$ cat src/hdl/gcs_pkg.sv
// Shared types and constants for the gray contrast stretch block.
// Used by every module under hdl/; depends on nothing else.
package gcs_pkg;

   // Byte range of luma, curve and palette levels
   localparam int unsigned LEVEL_W   = 8;
   localparam int unsigned LEVEL_MAX = 255;
   localparam int unsigned LEVELS    = 2 ** LEVEL_W;

   // Default knee of the bluish palette
   localparam int unsigned BLUE_KNEE_DEF = 80;

   // Divider layout: 16 quotient bits, four bits per pipeline stage
   localparam int unsigned QUO_W          = 16;
   localparam int unsigned BITS_PER_STAGE = 4;
   localparam int unsigned DIV_STAGES     = QUO_W / BITS_PER_STAGE;

   // CSR register indexes
   typedef enum logic [2:0] {
      CSR_BREAK_LOW_IN   = 3'd0,
      CSR_BREAK_MID_IN   = 3'd1,
      CSR_BREAK_HIGH_IN  = 3'd2,
      CSR_LEVEL_LOW_OUT  = 3'd3,
      CSR_LEVEL_MID_OUT  = 3'd4,
      CSR_LEVEL_HIGH_OUT = 3'd5,
      CSR_BLUISH_PALETTE = 3'd6
   } csr_index_type;

   // Input word: one RGB pixel
   typedef struct packed {
      logic [7:0] pix_red;
      logic [7:0] pix_green;
      logic [7:0] pix_blue;
   } pix_type;

   // Output word: palette index and its color
   typedef struct packed {
      logic [7:0] mapped_level;
      logic [7:0] shown_red;
      logic [7:0] shown_green;
      logic [7:0] shown_blue;
   } gray_type;

   // Curve and palette settings
   typedef struct packed {
      logic [7:0] break_low_in;
      logic [7:0] break_mid_in;
      logic [7:0] break_high_in;
      logic [7:0] level_low_out;
      logic [7:0] level_mid_out;
      logic [7:0] level_high_out;
      logic       bluish_palette;
   } curve_cfg_type;

   localparam curve_cfg_type CFG_RESET = '{
      break_low_in:   8'd0,
      break_mid_in:   8'd128,
      break_high_in:  8'd255,
      level_low_out:  8'd0,
      level_mid_out:  8'd128,
      level_high_out: 8'd255,
      bluish_palette: 1'b0
   };

   // Segment operands after selection
   typedef struct packed {
      logic signed [8:0] diff_y;    // yb - ya
      logic signed [8:0] diff_x;    // luma - xa
      logic [7:0]        den;       // |xb - xa|
      logic              den_neg;
      logic [7:0]        ya;
      logic [7:0]        yb;
   } seg_type;

   // Divider working word; work shifts dividend out and quotient in
   typedef struct packed {
      logic [7:0]       rem;
      logic [QUO_W-1:0] work;
      logic [7:0]       den;
      logic             neg;
      logic [7:0]       ya;
      logic [7:0]       yb;
   } div_type;

   // One restoring division step
   function automatic div_type div_step(input div_type d);
      div_type   r;
      logic [8:0] trial;
      r     = d;
      trial = {d.rem, d.work[QUO_W-1]};
      r.work = {d.work[QUO_W-2:0], 1'b0};
      if (trial >= {1'b0, d.den}) begin
         r.rem     = 8'(trial - {1'b0, d.den});
         r.work[0] = 1'b1;
      end else begin
         r.rem = trial[7:0];
      end
      return r;
   endfunction

endpackage

$ cat src/hdl/gray_contrast_stretch.sv
// Channel   Dir  Handshake        Payload
// req_      in   valid / stall    pix_type (pix_red, pix_green, pix_blue)
// rsp_      out  valid / stall    gray_type (mapped_level, shown_*)
// csr_      in   valid / ready    csr_index (3 bits), csr_wdata (8 bits)
//
// One word per clock sustained while rsp_stall is low. The pipe has 3 front
// stages (luma, segment select, multiply), 4 divider stages of 4 quotient bits
// each, and 2 back stages (clamp, palette into the output register).
// Synchronous reset clears all stage valid bits and loads the default curve.
// A stall on rsp_ backs up stage by stage; req_stall rises only once every
// stage holds a word. csr_ready is always high; a write lands next cycle.
// Top level of the contrast stretch; instantiates gcs_front, gcs_divider
// and gcs_map, and holds the CSRs. Uses gcs_pkg.
module gray_contrast_stretch import gcs_pkg::*; #(
   parameter int unsigned BLUE_KNEE = BLUE_KNEE_DEF
) (
   input  logic       clock,
   input  logic       reset,
   input  logic       req_valid,
   output logic       req_stall,
   input  pix_type    req_data,
   output logic       rsp_valid,
   input  logic       rsp_stall,
   output gray_type   rsp_data,
   input  logic       csr_valid,
   output logic       csr_ready,
   input  logic [2:0] csr_index,
   input  logic [7:0] csr_wdata
);

   curve_cfg_type cfg_ff, cfg_in;
   logic          front_valid, front_stall;
   div_type       front_data;
   logic          div_valid, div_stall;
   div_type       div_data;

   // CSR write decode
   assign csr_ready = 1'b1;
   always_comb begin
      cfg_in = cfg_ff;
      if (csr_valid && csr_ready) begin
         unique case (csr_index)
            CSR_BREAK_LOW_IN:   cfg_in.break_low_in   = csr_wdata;
            CSR_BREAK_MID_IN:   cfg_in.break_mid_in   = csr_wdata;
            CSR_BREAK_HIGH_IN:  cfg_in.break_high_in  = csr_wdata;
            CSR_LEVEL_LOW_OUT:  cfg_in.level_low_out  = csr_wdata;
            CSR_LEVEL_MID_OUT:  cfg_in.level_mid_out  = csr_wdata;
            CSR_LEVEL_HIGH_OUT: cfg_in.level_high_out = csr_wdata;
            CSR_BLUISH_PALETTE: cfg_in.bluish_palette = csr_wdata[0];
            default:            cfg_in = cfg_ff;   // unmapped index ignored
         endcase
      end
   end

   always_ff @(posedge clock) begin
      if (reset) begin
         cfg_ff <= CFG_RESET;
      end else begin
         cfg_ff <= cfg_in;
      end
   end

   gcs_front u_front (
      .clock     (clock),
      .reset     (reset),
      .cfg       (cfg_ff),
      .in_valid  (req_valid),
      .in_stall  (req_stall),
      .in_data   (req_data),
      .out_valid (front_valid),
      .out_stall (front_stall),
      .out_data  (front_data)
   );

   gcs_divider u_divider (
      .clock     (clock),
      .reset     (reset),
      .in_valid  (front_valid),
      .in_stall  (front_stall),
      .in_data   (front_data),
      .out_valid (div_valid),
      .out_stall (div_stall),
      .out_data  (div_data)
   );

   gcs_map #(
      .BLUE_KNEE (BLUE_KNEE)
   ) u_map (
      .clock          (clock),
      .reset          (reset),
      .bluish_palette (cfg_ff.bluish_palette),
      .in_valid       (div_valid),
      .in_stall       (div_stall),
      .in_data        (div_data),
      .out_valid      (rsp_valid),
      .out_stall      (rsp_stall),
      .out_data       (rsp_data)
   );

   // Nothing leaves the pipe in the cycle after reset
   a_reset_empty: assert property (@(posedge clock) disable iff (reset)
      $past(reset) |-> !rsp_valid)
      else $error("result word valid right after reset");

endmodule

$ cat src/hdl/gcs_front.sv
// Front end: luma, segment selection and the numerator product.
// Three register stages; uses gcs_pkg.
module gcs_front import gcs_pkg::*; (
   input  logic          clock,
   input  logic          reset,
   input  curve_cfg_type cfg,
   input  logic          in_valid,
   output logic          in_stall,
   input  pix_type       in_data,
   output logic          out_valid,
   input  logic          out_stall,
   output div_type       out_data
);

   logic       v1_ff, v1_in, v2_ff, v2_in, v3_ff, v3_in;
   logic       hold1, hold2, hold3;
   logic [7:0] lum_ff, lum_in;
   seg_type    seg_ff, seg_in;
   div_type    div_ff, div_in;

   // Stage hold chain: a stage holds only if it is full and the next holds
   assign hold3    = v3_ff && out_stall;
   assign hold2    = v2_ff && hold3;
   assign hold1    = v1_ff && hold2;
   assign in_stall = hold1;

   assign v1_in = hold1 ? v1_ff : in_valid;
   assign v2_in = hold2 ? v2_ff : v1_ff;
   assign v3_in = hold3 ? v3_ff : v2_ff;

   // Stage 1: luma = (2g + r + b) / 4
   always_comb begin
      logic [9:0] sum;
      sum    = {1'b0, in_data.pix_green, 1'b0} + {2'b00, in_data.pix_red}
               + {2'b00, in_data.pix_blue};
      lum_in = hold1 ? lum_ff : sum[9:2];
   end

   // Stage 2: pick the segment and form the differences
   always_comb begin
      logic              first_seg;
      logic [7:0]        xa, xb, ya, yb;
      logic signed [8:0] dx, dx_abs;
      first_seg = lum_ff < cfg.break_mid_in;
      xa = first_seg ? cfg.break_low_in  : cfg.break_mid_in;
      xb = first_seg ? cfg.break_mid_in  : cfg.break_high_in;
      ya = first_seg ? cfg.level_low_out : cfg.level_mid_out;
      yb = first_seg ? cfg.level_mid_out : cfg.level_high_out;
      dx     = $signed({1'b0, xb}) - $signed({1'b0, xa});
      dx_abs = dx[8] ? -dx : dx;
      seg_in = seg_ff;
      if (!hold2) begin
         seg_in.diff_y  = $signed({1'b0, yb}) - $signed({1'b0, ya});
         seg_in.diff_x  = $signed({1'b0, lum_ff}) - $signed({1'b0, xa});
         seg_in.den     = dx_abs[7:0];
         seg_in.den_neg = dx[8];
         seg_in.ya      = ya;
         seg_in.yb      = yb;
      end
   end

   // Stage 3: signed product, split into magnitude and quotient sign
   always_comb begin
      logic signed [17:0] prod, prod_abs;
      prod     = seg_ff.diff_y * seg_ff.diff_x;
      prod_abs = prod[17] ? -prod : prod;
      div_in   = div_ff;
      if (!hold3) begin
         div_in.rem  = '0;
         div_in.work = prod_abs[QUO_W-1:0];
         div_in.den  = seg_ff.den;
         div_in.neg  = prod[17] ^ seg_ff.den_neg;
         div_in.ya   = seg_ff.ya;
         div_in.yb   = seg_ff.yb;
      end
   end

   always_ff @(posedge clock) begin
      if (reset) begin
         v1_ff <= 1'b0;
         v2_ff <= 1'b0;
         v3_ff <= 1'b0;
      end else begin
         v1_ff <= v1_in;
         v2_ff <= v2_in;
         v3_ff <= v3_in;
      end
   end

   always_ff @(posedge clock) begin
      lum_ff <= lum_in;
      seg_ff <= seg_in;
      div_ff <= div_in;
   end

   assign out_valid = v3_ff;
   assign out_data  = div_ff;

endmodule

$ cat src/hdl/gcs_divider.sv
// Pipelined restoring divider, four quotient bits (BITS_PER_STAGE) per stage.
// Divides the product magnitude by the segment width; uses gcs_pkg.
module gcs_divider import gcs_pkg::*; (
   input  logic    clock,
   input  logic    reset,
   input  logic    in_valid,
   output logic    in_stall,
   input  div_type in_data,
   output logic    out_valid,
   input  logic    out_stall,
   output div_type out_data
);

   logic [DIV_STAGES-1:0] v_ff, v_in, hold, src_v;
   div_type               div_ff [DIV_STAGES];
   div_type               div_in [DIV_STAGES];
   div_type               src_d  [DIV_STAGES];

   // Hold chain from the output back to the input
   always_comb begin
      hold[DIV_STAGES-1] = v_ff[DIV_STAGES-1] && out_stall;
      for (int k = DIV_STAGES - 2; k >= 0; k--) begin
         hold[k] = v_ff[k] && hold[k+1];
      end
   end
   assign in_stall = hold[0];

   // Each stage runs BITS_PER_STAGE division steps on its source word
   always_comb begin
      div_type t;
      src_v[0] = in_valid;
      src_d[0] = in_data;
      for (int k = 1; k < DIV_STAGES; k++) begin
         src_v[k] = v_ff[k-1];
         src_d[k] = div_ff[k-1];
      end
      for (int k = 0; k < DIV_STAGES; k++) begin
         t = src_d[k];
         for (int s = 0; s < BITS_PER_STAGE; s++) begin
            t = div_step(t);
         end
         v_in[k]   = hold[k] ? v_ff[k]   : src_v[k];
         div_in[k] = hold[k] ? div_ff[k] : t;
      end
   end

   always_ff @(posedge clock) begin
      if (reset) begin
         v_ff <= '0;
      end else begin
         v_ff <= v_in;
      end
   end

   always_ff @(posedge clock) begin
      for (int k = 0; k < DIV_STAGES; k++) begin
         div_ff[k] <= div_in[k];
      end
   end

   assign out_valid = v_ff[DIV_STAGES-1];
   assign out_data  = div_ff[DIV_STAGES-1];

   // Partial remainder always stays below a nonzero divisor
   for (genvar k = 0; k < DIV_STAGES; k++) begin : g_chk
      a_rem_below_den: assert property (@(posedge clock) disable iff (reset)
         v_ff[k] && (div_ff[k].den != '0) |-> div_ff[k].rem < div_ff[k].den)
         else $error("divider remainder not below divisor");
   end

endmodule

$ cat src/hdl/gcs_map.sv
// Back end: signed quotient plus offset, clamp, then palette lookup.
// Two register stages, the second is the output register; uses gcs_pkg.
module gcs_map import gcs_pkg::*; #(
   parameter int unsigned BLUE_KNEE = BLUE_KNEE_DEF
) (
   input  logic     clock,
   input  logic     reset,
   input  logic     bluish_palette,
   input  logic     in_valid,
   output logic     in_stall,
   input  div_type  in_data,
   output logic     out_valid,
   input  logic     out_stall,
   output gray_type out_data
);

   localparam int Span = (BLUE_KNEE < LEVEL_MAX) ? int'(LEVEL_MAX - BLUE_KNEE) : 1;

   logic       va_ff, va_in, vb_ff, vb_in;
   logic       hold_a, hold_b;
   logic [7:0] lvl_ff, lvl_in;
   gray_type   rsp_ff, rsp_in;
   logic [7:0] shade_tab [LEVELS];

   // Bluish shade per level, built at elaboration
   for (genvar gi = 0; gi < LEVELS; gi++) begin : g_shade
      localparam int Raw   = (gi - int'(BLUE_KNEE)) * int'(LEVEL_MAX) / Span;
      localparam int Shade = (BLUE_KNEE >= LEVEL_MAX) ? int'(LEVEL_MAX) :
                             (Raw < 0) ? 0 :
                             (Raw > int'(LEVEL_MAX)) ? int'(LEVEL_MAX) : Raw;
      assign shade_tab[gi] = 8'(Shade);
   end

   assign hold_b   = vb_ff && out_stall;
   assign hold_a   = va_ff && hold_b;
   assign in_stall = hold_a;
   assign va_in    = hold_a ? va_ff : in_valid;
   assign vb_in    = hold_b ? vb_ff : va_ff;

   // Stage A: apply quotient sign, add segment start level, clamp; a zero-width segment takes its end level
   always_comb begin
      logic signed [17:0] quo_s, level_s;
      quo_s   = in_data.neg ? -$signed({2'b00, in_data.work})
                            :  $signed({2'b00, in_data.work});
      level_s = quo_s + $signed({10'd0, in_data.ya});
      lvl_in  = lvl_ff;
      if (!hold_a) begin
         if (in_data.den == '0) begin
            lvl_in = in_data.yb;          // zero-width segment
         end else if (level_s < 0) begin
            lvl_in = '0;
         end else if (level_s > $signed(18'(LEVEL_MAX))) begin
            lvl_in = 8'(LEVEL_MAX);
         end else begin
            lvl_in = level_s[7:0];
         end
      end
   end

   // Stage B: palette color into the output register
   always_comb begin
      logic [7:0] shade;
      shade  = bluish_palette ? shade_tab[lvl_ff] : lvl_ff;
      rsp_in = rsp_ff;
      if (!hold_b) begin
         rsp_in.mapped_level = lvl_ff;
         rsp_in.shown_red    = shade;
         rsp_in.shown_green  = shade;
         rsp_in.shown_blue   = lvl_ff;
      end
   end

   always_ff @(posedge clock) begin
      if (reset) begin
         va_ff <= 1'b0;
         vb_ff <= 1'b0;
      end else begin
         va_ff <= va_in;
         vb_ff <= vb_in;
      end
   end

   always_ff @(posedge clock) begin
      lvl_ff <= lvl_in;
      rsp_ff <= rsp_in;
   end

   assign out_valid = vb_ff;
   assign out_data  = rsp_ff;

   // Gray palette: every channel carries the level
   a_gray_palette: assert property (@(posedge clock) disable iff (reset)
      out_valid && !bluish_palette |->
         out_data.shown_red == out_data.mapped_level &&
         out_data.shown_green == out_data.mapped_level)
      else $error("gray palette color differs from level");

   // Bluish palette: levels at or below the knee show no red or green
   a_knee_black: assert property (@(posedge clock) disable iff (reset)
      out_valid && bluish_palette && (BLUE_KNEE < LEVEL_MAX) &&
      (out_data.mapped_level <= BLUE_KNEE) |->
         out_data.shown_red == '0 && out_data.shown_green == '0)
      else $error("bluish shade nonzero below knee");

   // Red and green always match
   a_red_green: assert property (@(posedge clock) disable iff (reset)
      out_valid |-> out_data.shown_red == out_data.shown_green)
      else $error("red and green palette channels differ");

endmodule
$ cat config.mk
export PLATFORM = sky130hd
export DESIGN_NAME = gray_contrast_stretch
export DESIGN_NICKNAME = d
export VERILOG_FILES = /design/src/hdl/gcs_pkg.sv /design/src/hdl/gray_contrast_stretch.sv /design/src/hdl/gcs_front.sv /design/src/hdl/gcs_divider.sv /design/src/hdl/gcs_map.sv
export SDC_FILE = /design/constraint.sdc
export NUM_CORES = 1
export LEC_CHECK = 0
export ABC_AREA = 1
export ABC_CLOCK_PERIOD_IN_PS = 13350
export BUFFER_PORTS_ARGS = -buffer_cell sky130_fd_sc_hd__buf_2
export CORE_UTILIZATION = 60
export DETAILED_ROUTE_END_ITERATION = 10
export GPL_ROUTABILITY_DRIVEN = 0
export GPL_TIMING_DRIVEN = 0
export PLACE_DENSITY = 0.87
export SLEW_MARGIN = 20
export SYNTH_ARGS = -nofsm -noshare
export SYNTH_HDL_FRONTEND = slang
export SYNTH_SLANG_ARGS = --single-unit
$ cat constraint.sdc
create_clock -name clock -period 13.35 [get_ports clock]
set_clock_uncertainty 0.15 [all_clocks]
set_input_delay 2.0025 -clock clock [delete_from_list [all_inputs] [get_ports clock]]
set_output_delay 2.0025 -clock clock [all_outputs]
set_load 0.01 [all_outputs]
=== Yosys cells after proc, flatten, opt, wreduce, memory -nomap -nowiden ===
Memories as Yosys holds them, arrays and structs flattened.
Cells that the tools add are included.

* Add/subtract/negate cells: 25
* Multipliers: 1
* Order comparisons: 20
* Equal/unequal tests: 6
* Multiplexer cells: 49
* Bitwise gates (word level): 2
* Reductions and logical operators: 18

{| class="wikitable"
|+ Operators with widths
! operator !! number
|-
| 8-bit 2-to-1 mux || 27
|-
| 49-bit 2-to-1 mux || 4
|-
| 9-bit by 8-bit greater-or-equal comparator with 1-bit output || 15
|-
| 8-bit subtractor || 15
|-
| 8-bit by 8-bit subtractor with 9-bit output || 3
|-
| 18-bit by 9-bit adder with 18-bit output || 1
|-
| 18-bit by 9-bit > comparator with 1-bit output, second input constant || 1
|-
| 18-bit by 1-bit less-than comparator with 1-bit output, second input constant || 1
|-
| 9-bit by 9-bit multiplier with 18-bit output || 1
|-
| 18-bit 2-to-1 mux || 1
|-
| 16-bit negator with 18-bit output || 1
|-
| 1-bit 2-to-1 mux || 16
|-
| 16-bit 2-to-1 mux || 1
|-
| 16-bit negator || 1
|-
| 2-bit AND reduction || 7
|-
| 10-bit by 8-bit adder with 10-bit output || 1
|-
| 9-bit by 8-bit adder with 10-bit output || 1
|-
| 3-bit equality test, second input constant || 3
|-
| 9-bit greater-or-equal comparator, second input constant || 1
|-
| 1-bit logical AND || 9
|-
| 8-bit inverter with 9-bit output || 1
|-
| 1-bit by 8-bit greater-or-equal comparator with 1-bit output || 1
|-
| 8-bit logical NOT || 1
|-
| 8-bit less-than comparator || 1
|-
| 6 further kinds || 7
|}

* Register bits: 174
* RAM bits: 196
* ROM bits: 2048
* Bits of input ports: 40
* Output and inout bits: 35
* Word-level logic and storage cells: 154
* Memories kept: 2

{| class="wikitable"
|+ Memories
! memory !! depth !! bits a word !! rd ports !! clocked after memory_dff !! write ports !! RTL line !! text
|-
| (name not given) || 256 || 8 || 1 || 0 || 0 || gcs_map.sv:63 || <nowiki>shade = bluish_palette ? shade_tab[lvl_ff] : lvl_ff;</nowiki>
|-
| u_divider.div_ff || 4 || 49 || 4 || 0 || 4 || gcs_divider.sv:15 || <nowiki>div_type div_ff [DIV_STAGES];</nowiki>
|}

=== Logic depth before layout (Yosys ltp) ===
An unclocked memory read counts as a cell.

* Depth after elaboration: 10
* Depth in mapped cells: 47
* Depth with buffers taken out: 46

=== Hierarchy ===
From an unflattened synthesis, not the netlist that was laid out.

* Cell total of the unflattened synthesis: 3287
* Area total of the unflattened synthesis: 27616.5 µm²

{| class="wikitable"
|+ By module, submodules not included
! module !! times used !! cells an instance !! area an instance (µm²) !! seq. area each (µm²)
|-
| gcs_divider || 1 || 1534 || 13709.4 || 5965.7
|-
| gcs_front || 1 || 966 || 8672.1 || 2822.7
|-
| gcs_map || 1 || 516 || 3343.2 || 760.7
|-
| gray_contrast_stretch || 1 || 271 || 1891.8 || 980.9
|}

=== Worst setup path after synthesis ===
Ideal clock, no wire load.

* Path type: input -> output
* Start point: input rsp_stall
* End point: output req_stall
* Arrival time: 9.159 ns
* Required time: 11.198 ns
* Path slack: 2.038 ns
* Cell stages on the path: 16
* Path buffers: 0
* Cell sequence: nand2_1 nor2_1 inv_1 nor2_1 inv_1 nor2_1 inv_1 nor2_1 inv_1 nor2_1 inv_1 nor2_1 inv_1 nor2_1 inv_1 nor2_1

* Longest elaborated chain between the ends: 9

{| class="wikitable"
|+ Ends and longest elaborated chain
! element !! RTL line !! text
|-
| start, declared || gray_contrast_stretch.sv:23 || <nowiki>input logic rsp_stall,</nowiki>
|-
| 1-bit logical AND || gcs_map.sv:34 || <nowiki>assign hold_b = vb_ff && out_stall;</nowiki>
|-
| 1-bit logical AND || gcs_map.sv:35 || <nowiki>assign hold_a = va_ff && hold_b;</nowiki>
|-
| 1-bit logical AND || gcs_divider.sv:21 || <nowiki>hold[DIV_STAGES-1] = v_ff[DIV_STAGES-1] && out_stall;</nowiki>
|-
| 1-bit logical AND (3 in a row) || gcs_divider.sv:23 || <nowiki>hold[k] = v_ff[k] && hold[k+1];</nowiki>
|-
| 1-bit logical AND || gcs_front.sv:22 || <nowiki>assign hold3 = v3_ff && out_stall;</nowiki>
|-
| 1-bit logical AND || gcs_front.sv:23 || <nowiki>assign hold2 = v2_ff && hold3;</nowiki>
|-
| 1-bit logical AND || gcs_front.sv:24 || <nowiki>assign hold1 = v1_ff && hold2;</nowiki>
|-
| end, declared || gray_contrast_stretch.sv:20 || <nowiki>output logic req_stall,</nowiki>
|}

Every way passes these cells.

==> summary.txt <==
Synth
  • Unique masters post-synth: 66
  • Post-synth top cells: nand2_1 (604), inv_1 (438), edfxtp_1 (304)
  • Top-count cell post-synth: nand2_1
  • Top cell type's share of synthesized area: around 36%
  • Synth Area in Simple Gates: around 18%
  • Synthesized flop and latch total: about 360
  • Synth area leaders: edfxtp_1 (36%), ha_1 (11%), nand2_1 (8.9%)
  • Ys Warns: 0
  • Syn_nets: 3179
  • Xor and xnor area share after synthesis: 4.77%
  • Leading area contributor after synthesis: edfxtp_1
  • Complex-gate fraction of the synthesized area: between 10% and 20%
  • Adder-cell area share of the yosys netlist: approximately 18%
  • Mapped Area: 25300 µm²
  • Post-synthesis cell count: 2830
  • Fraction of synthesized area in multiplexers: 0.0395%
  • Primary FF master, synth: edfxtp_1
  • Number of flops mapped to enable cells by yosys: approximately 300
  • Largest family of logic cells by synthesized area: adder cells
  • Syn_area_per_cell: just under 9 µm²
  • Sequential-to-total area share from yosys stat: just over 40%
  • Share of synthesized registers carrying an async set or reset: 0%

Timing
  • Normalized max-slew margin: 47.3%
  • Slew Viols, Final: 0
  • Worst Tran Pin Value: 783 ps
  • Peak Freq: 121 MHz
  • Final hold violations: 0
  • Final Setup Violations: 0
  • Unrepaired setup endpoints after global routing: false
  • Period utilization: between 60% and 70%
  • Tmin final: a little over 8000 ps

Clock tree
  • CTS Sinks: 362
  • Clock Latency Late Sink: roughly 540 ps
  • Post-CTS setup buffers: 0
  • Max clock buf depth: 3
  • Post-CTS Resized: 0
  • Total CTS buffers: 38
  • H-tree depth: 2
  • Worst-path clk slew: 60 ps
  • CTS tree: built
  • CTS root buf: clkbuf_16
  • Number of hold buffers added after CTS: 0

Floorplan
  • Top Ports: 75
  • Std-Cell Rows: 74
  • Die area: 43000 µm²
  • Floorplan core area: 41200 µm²
  • Die Y-Extent: around 210 µm
  • Die X: between 200 and 250 µm
  • Initial core utilization: between 60% and 70%

Worst setup path
  • Kind of critical path: flop to flop
  • Slowest stage cell, crit path: edfxtp_1
  • Delay-heaviest family, CP: compound AO/OA/AOI/OAI gates
  • Most frequent CP cell: nand2_1
  • Internal reg-to-reg setup slack: between 5000 and 6000 ps
  • Crit. End Element: flop
  • CP max stage delay: 490 ps
  • Crit path buf inv count: 4
  • Element type at the critical path start: flop
  • Worst Path Arrival: 8380 ps
  • Critical Path RT: approximately 13000 ps
  • Peak fanout along the critical path: 10

Finish
  • Fin util: 67.3%
  • Filler cells: 2834
  • Share of cells above drive strength 1: 8.87%
  • N_diodes: 0
  • Area Overhead vs Synth: 9.43%
  • Final nets: between 3000 and 4000
  • Post-Layout Inst Area: roughly 28000 µm²

Status
  • Outcome: finished clean

Route
  • Final antenna-violating net count: 0
  • Residual DRC count: 0
  • Detailed Route Iter0 Violations: approximately 2300
  • Post-Route WL: 60500 µm
  • Drt pass-1 iters: 9
  • Via density: 5.94
  • Via count: between 20000 and 25000
  • Avg WL per Cell: 17.3 µm

GRT
  • Pin count of the biggest net entering global routing: 41
  • Initial antenna violation count: 0
  • Gr ovfl total: 0
  • Gr usage total: 28.1%
  • First-pass GRT wire length: 99800 µm
  • Vias in the first global route: 20910

Run
  • MaxCap Viol Count: 0

Place
  • DP Area: 26500 µm²
  • Post-DP HPWL: ~44000 µm
  • Port bufs: 72

Hold path
  • HP Class: flop to flop
## layer usage
metal  GRT usage, %  wire length (µm)
met1           32.8             22600
met3           3.31              4380
met4           13.3              2860
met5              0                 0
met2           51.3             30700
## through the flow
stage               hold WS [ps]  TNS (ps)  cells  setup slack, ps
finish                       267         0   3509             5100
global route                 274         0   3509             4490
CTS                          257         0   3509             5260
detailed placement           255         0   3440             5370
global placement             250      -492   3434             -492
floorplan                    250         0   2830             2040
## worst paths after layout
check,from,to,depth (start not counted)
worst max register to register,u_divider.div_ff[0][18],u_divider.div_ff[1][42],45
worst max-delay path,u_divider.div_ff[0][18],u_divider.div_ff[1][42],45
worst min-delay path,u_front.seg_ff[17],u_front.out_data[17],0
worst min register to register,u_front.seg_ff[17],u_front.out_data[17],0
## cells in the final DEF, fill, tap and decap left out, types with 18 or more instances in the layout
master     instances
o211ai_1          18
nand4_1           29
o21ai_1           28
a21oi_1          173
nor2_1           169
buf_4             20
clkbuf_16         39
o21bai_1          20
buf_2             76
clkbuf_1          56
ha_1             213
or2_2             25
fa_1              96
nand2_1          604
xor2_1            95
xnor2_1           41
o21ai_0          162
inv_1            432
dfxtp_1           58
edfxtp_1         304
nand3_1          119
## flip-flops by register name, summed over array words and instances, names as in the netlist
register / flops
cfg_ff: 49
u_divider.div_ff: 188
u_divider.v_ff: 4
u_front.lum_ff: 8
u_front.out_data: 41
u_front.out_valid: 1
u_front.seg_ff: 43
u_front.v1_ff: 1
u_front.v2_ff: 1
u_map.lvl_ff: 8
u_map.out_data: 16
u_map.out_valid: 1
u_map.va_ff: 1
## final cells by class
type / count / area (µm²) / area share, %
buffer: 78 / 410 / 1.48
clock buffer: 50 / 1040 / 3.74
clock inverter: 19 / 205 / 0.740
inverter: 449 / 1690 / 6.09
multi-input combinational: 1941 / 12900 / 46.7
sequential: 362 / 10300 / 37.1
tap: 532 / 666 / 2.40
timing repair buffer: 78 / 480 / 1.73
## cell families after synthesis
family	count (synthesis)
flip-flops	362
buffers and inverters	527
multiplexers	1
other	1
XOR/XNOR	137
AO/OA/AOI/OAI	469
adder cells (fa/ha/maj)	309
AND/OR/NAND/NOR	1024
## worst register-to-register path, delay by kind of cell (launching register included)
kind / cells / cell delay [ps]
flip-flops: 1 / 490
adder cells (fa/ha/maj): 4 / 1420
buffers and inverters: 4 / 570
AND/OR/NAND/NOR: 21 / 2260
AO/OA/AOI/OAI: 16 / 3120
Power is left out: the tool's default activity adds up to more than one toggle a clock period on the data nets, which glitch-free logic cannot reach.
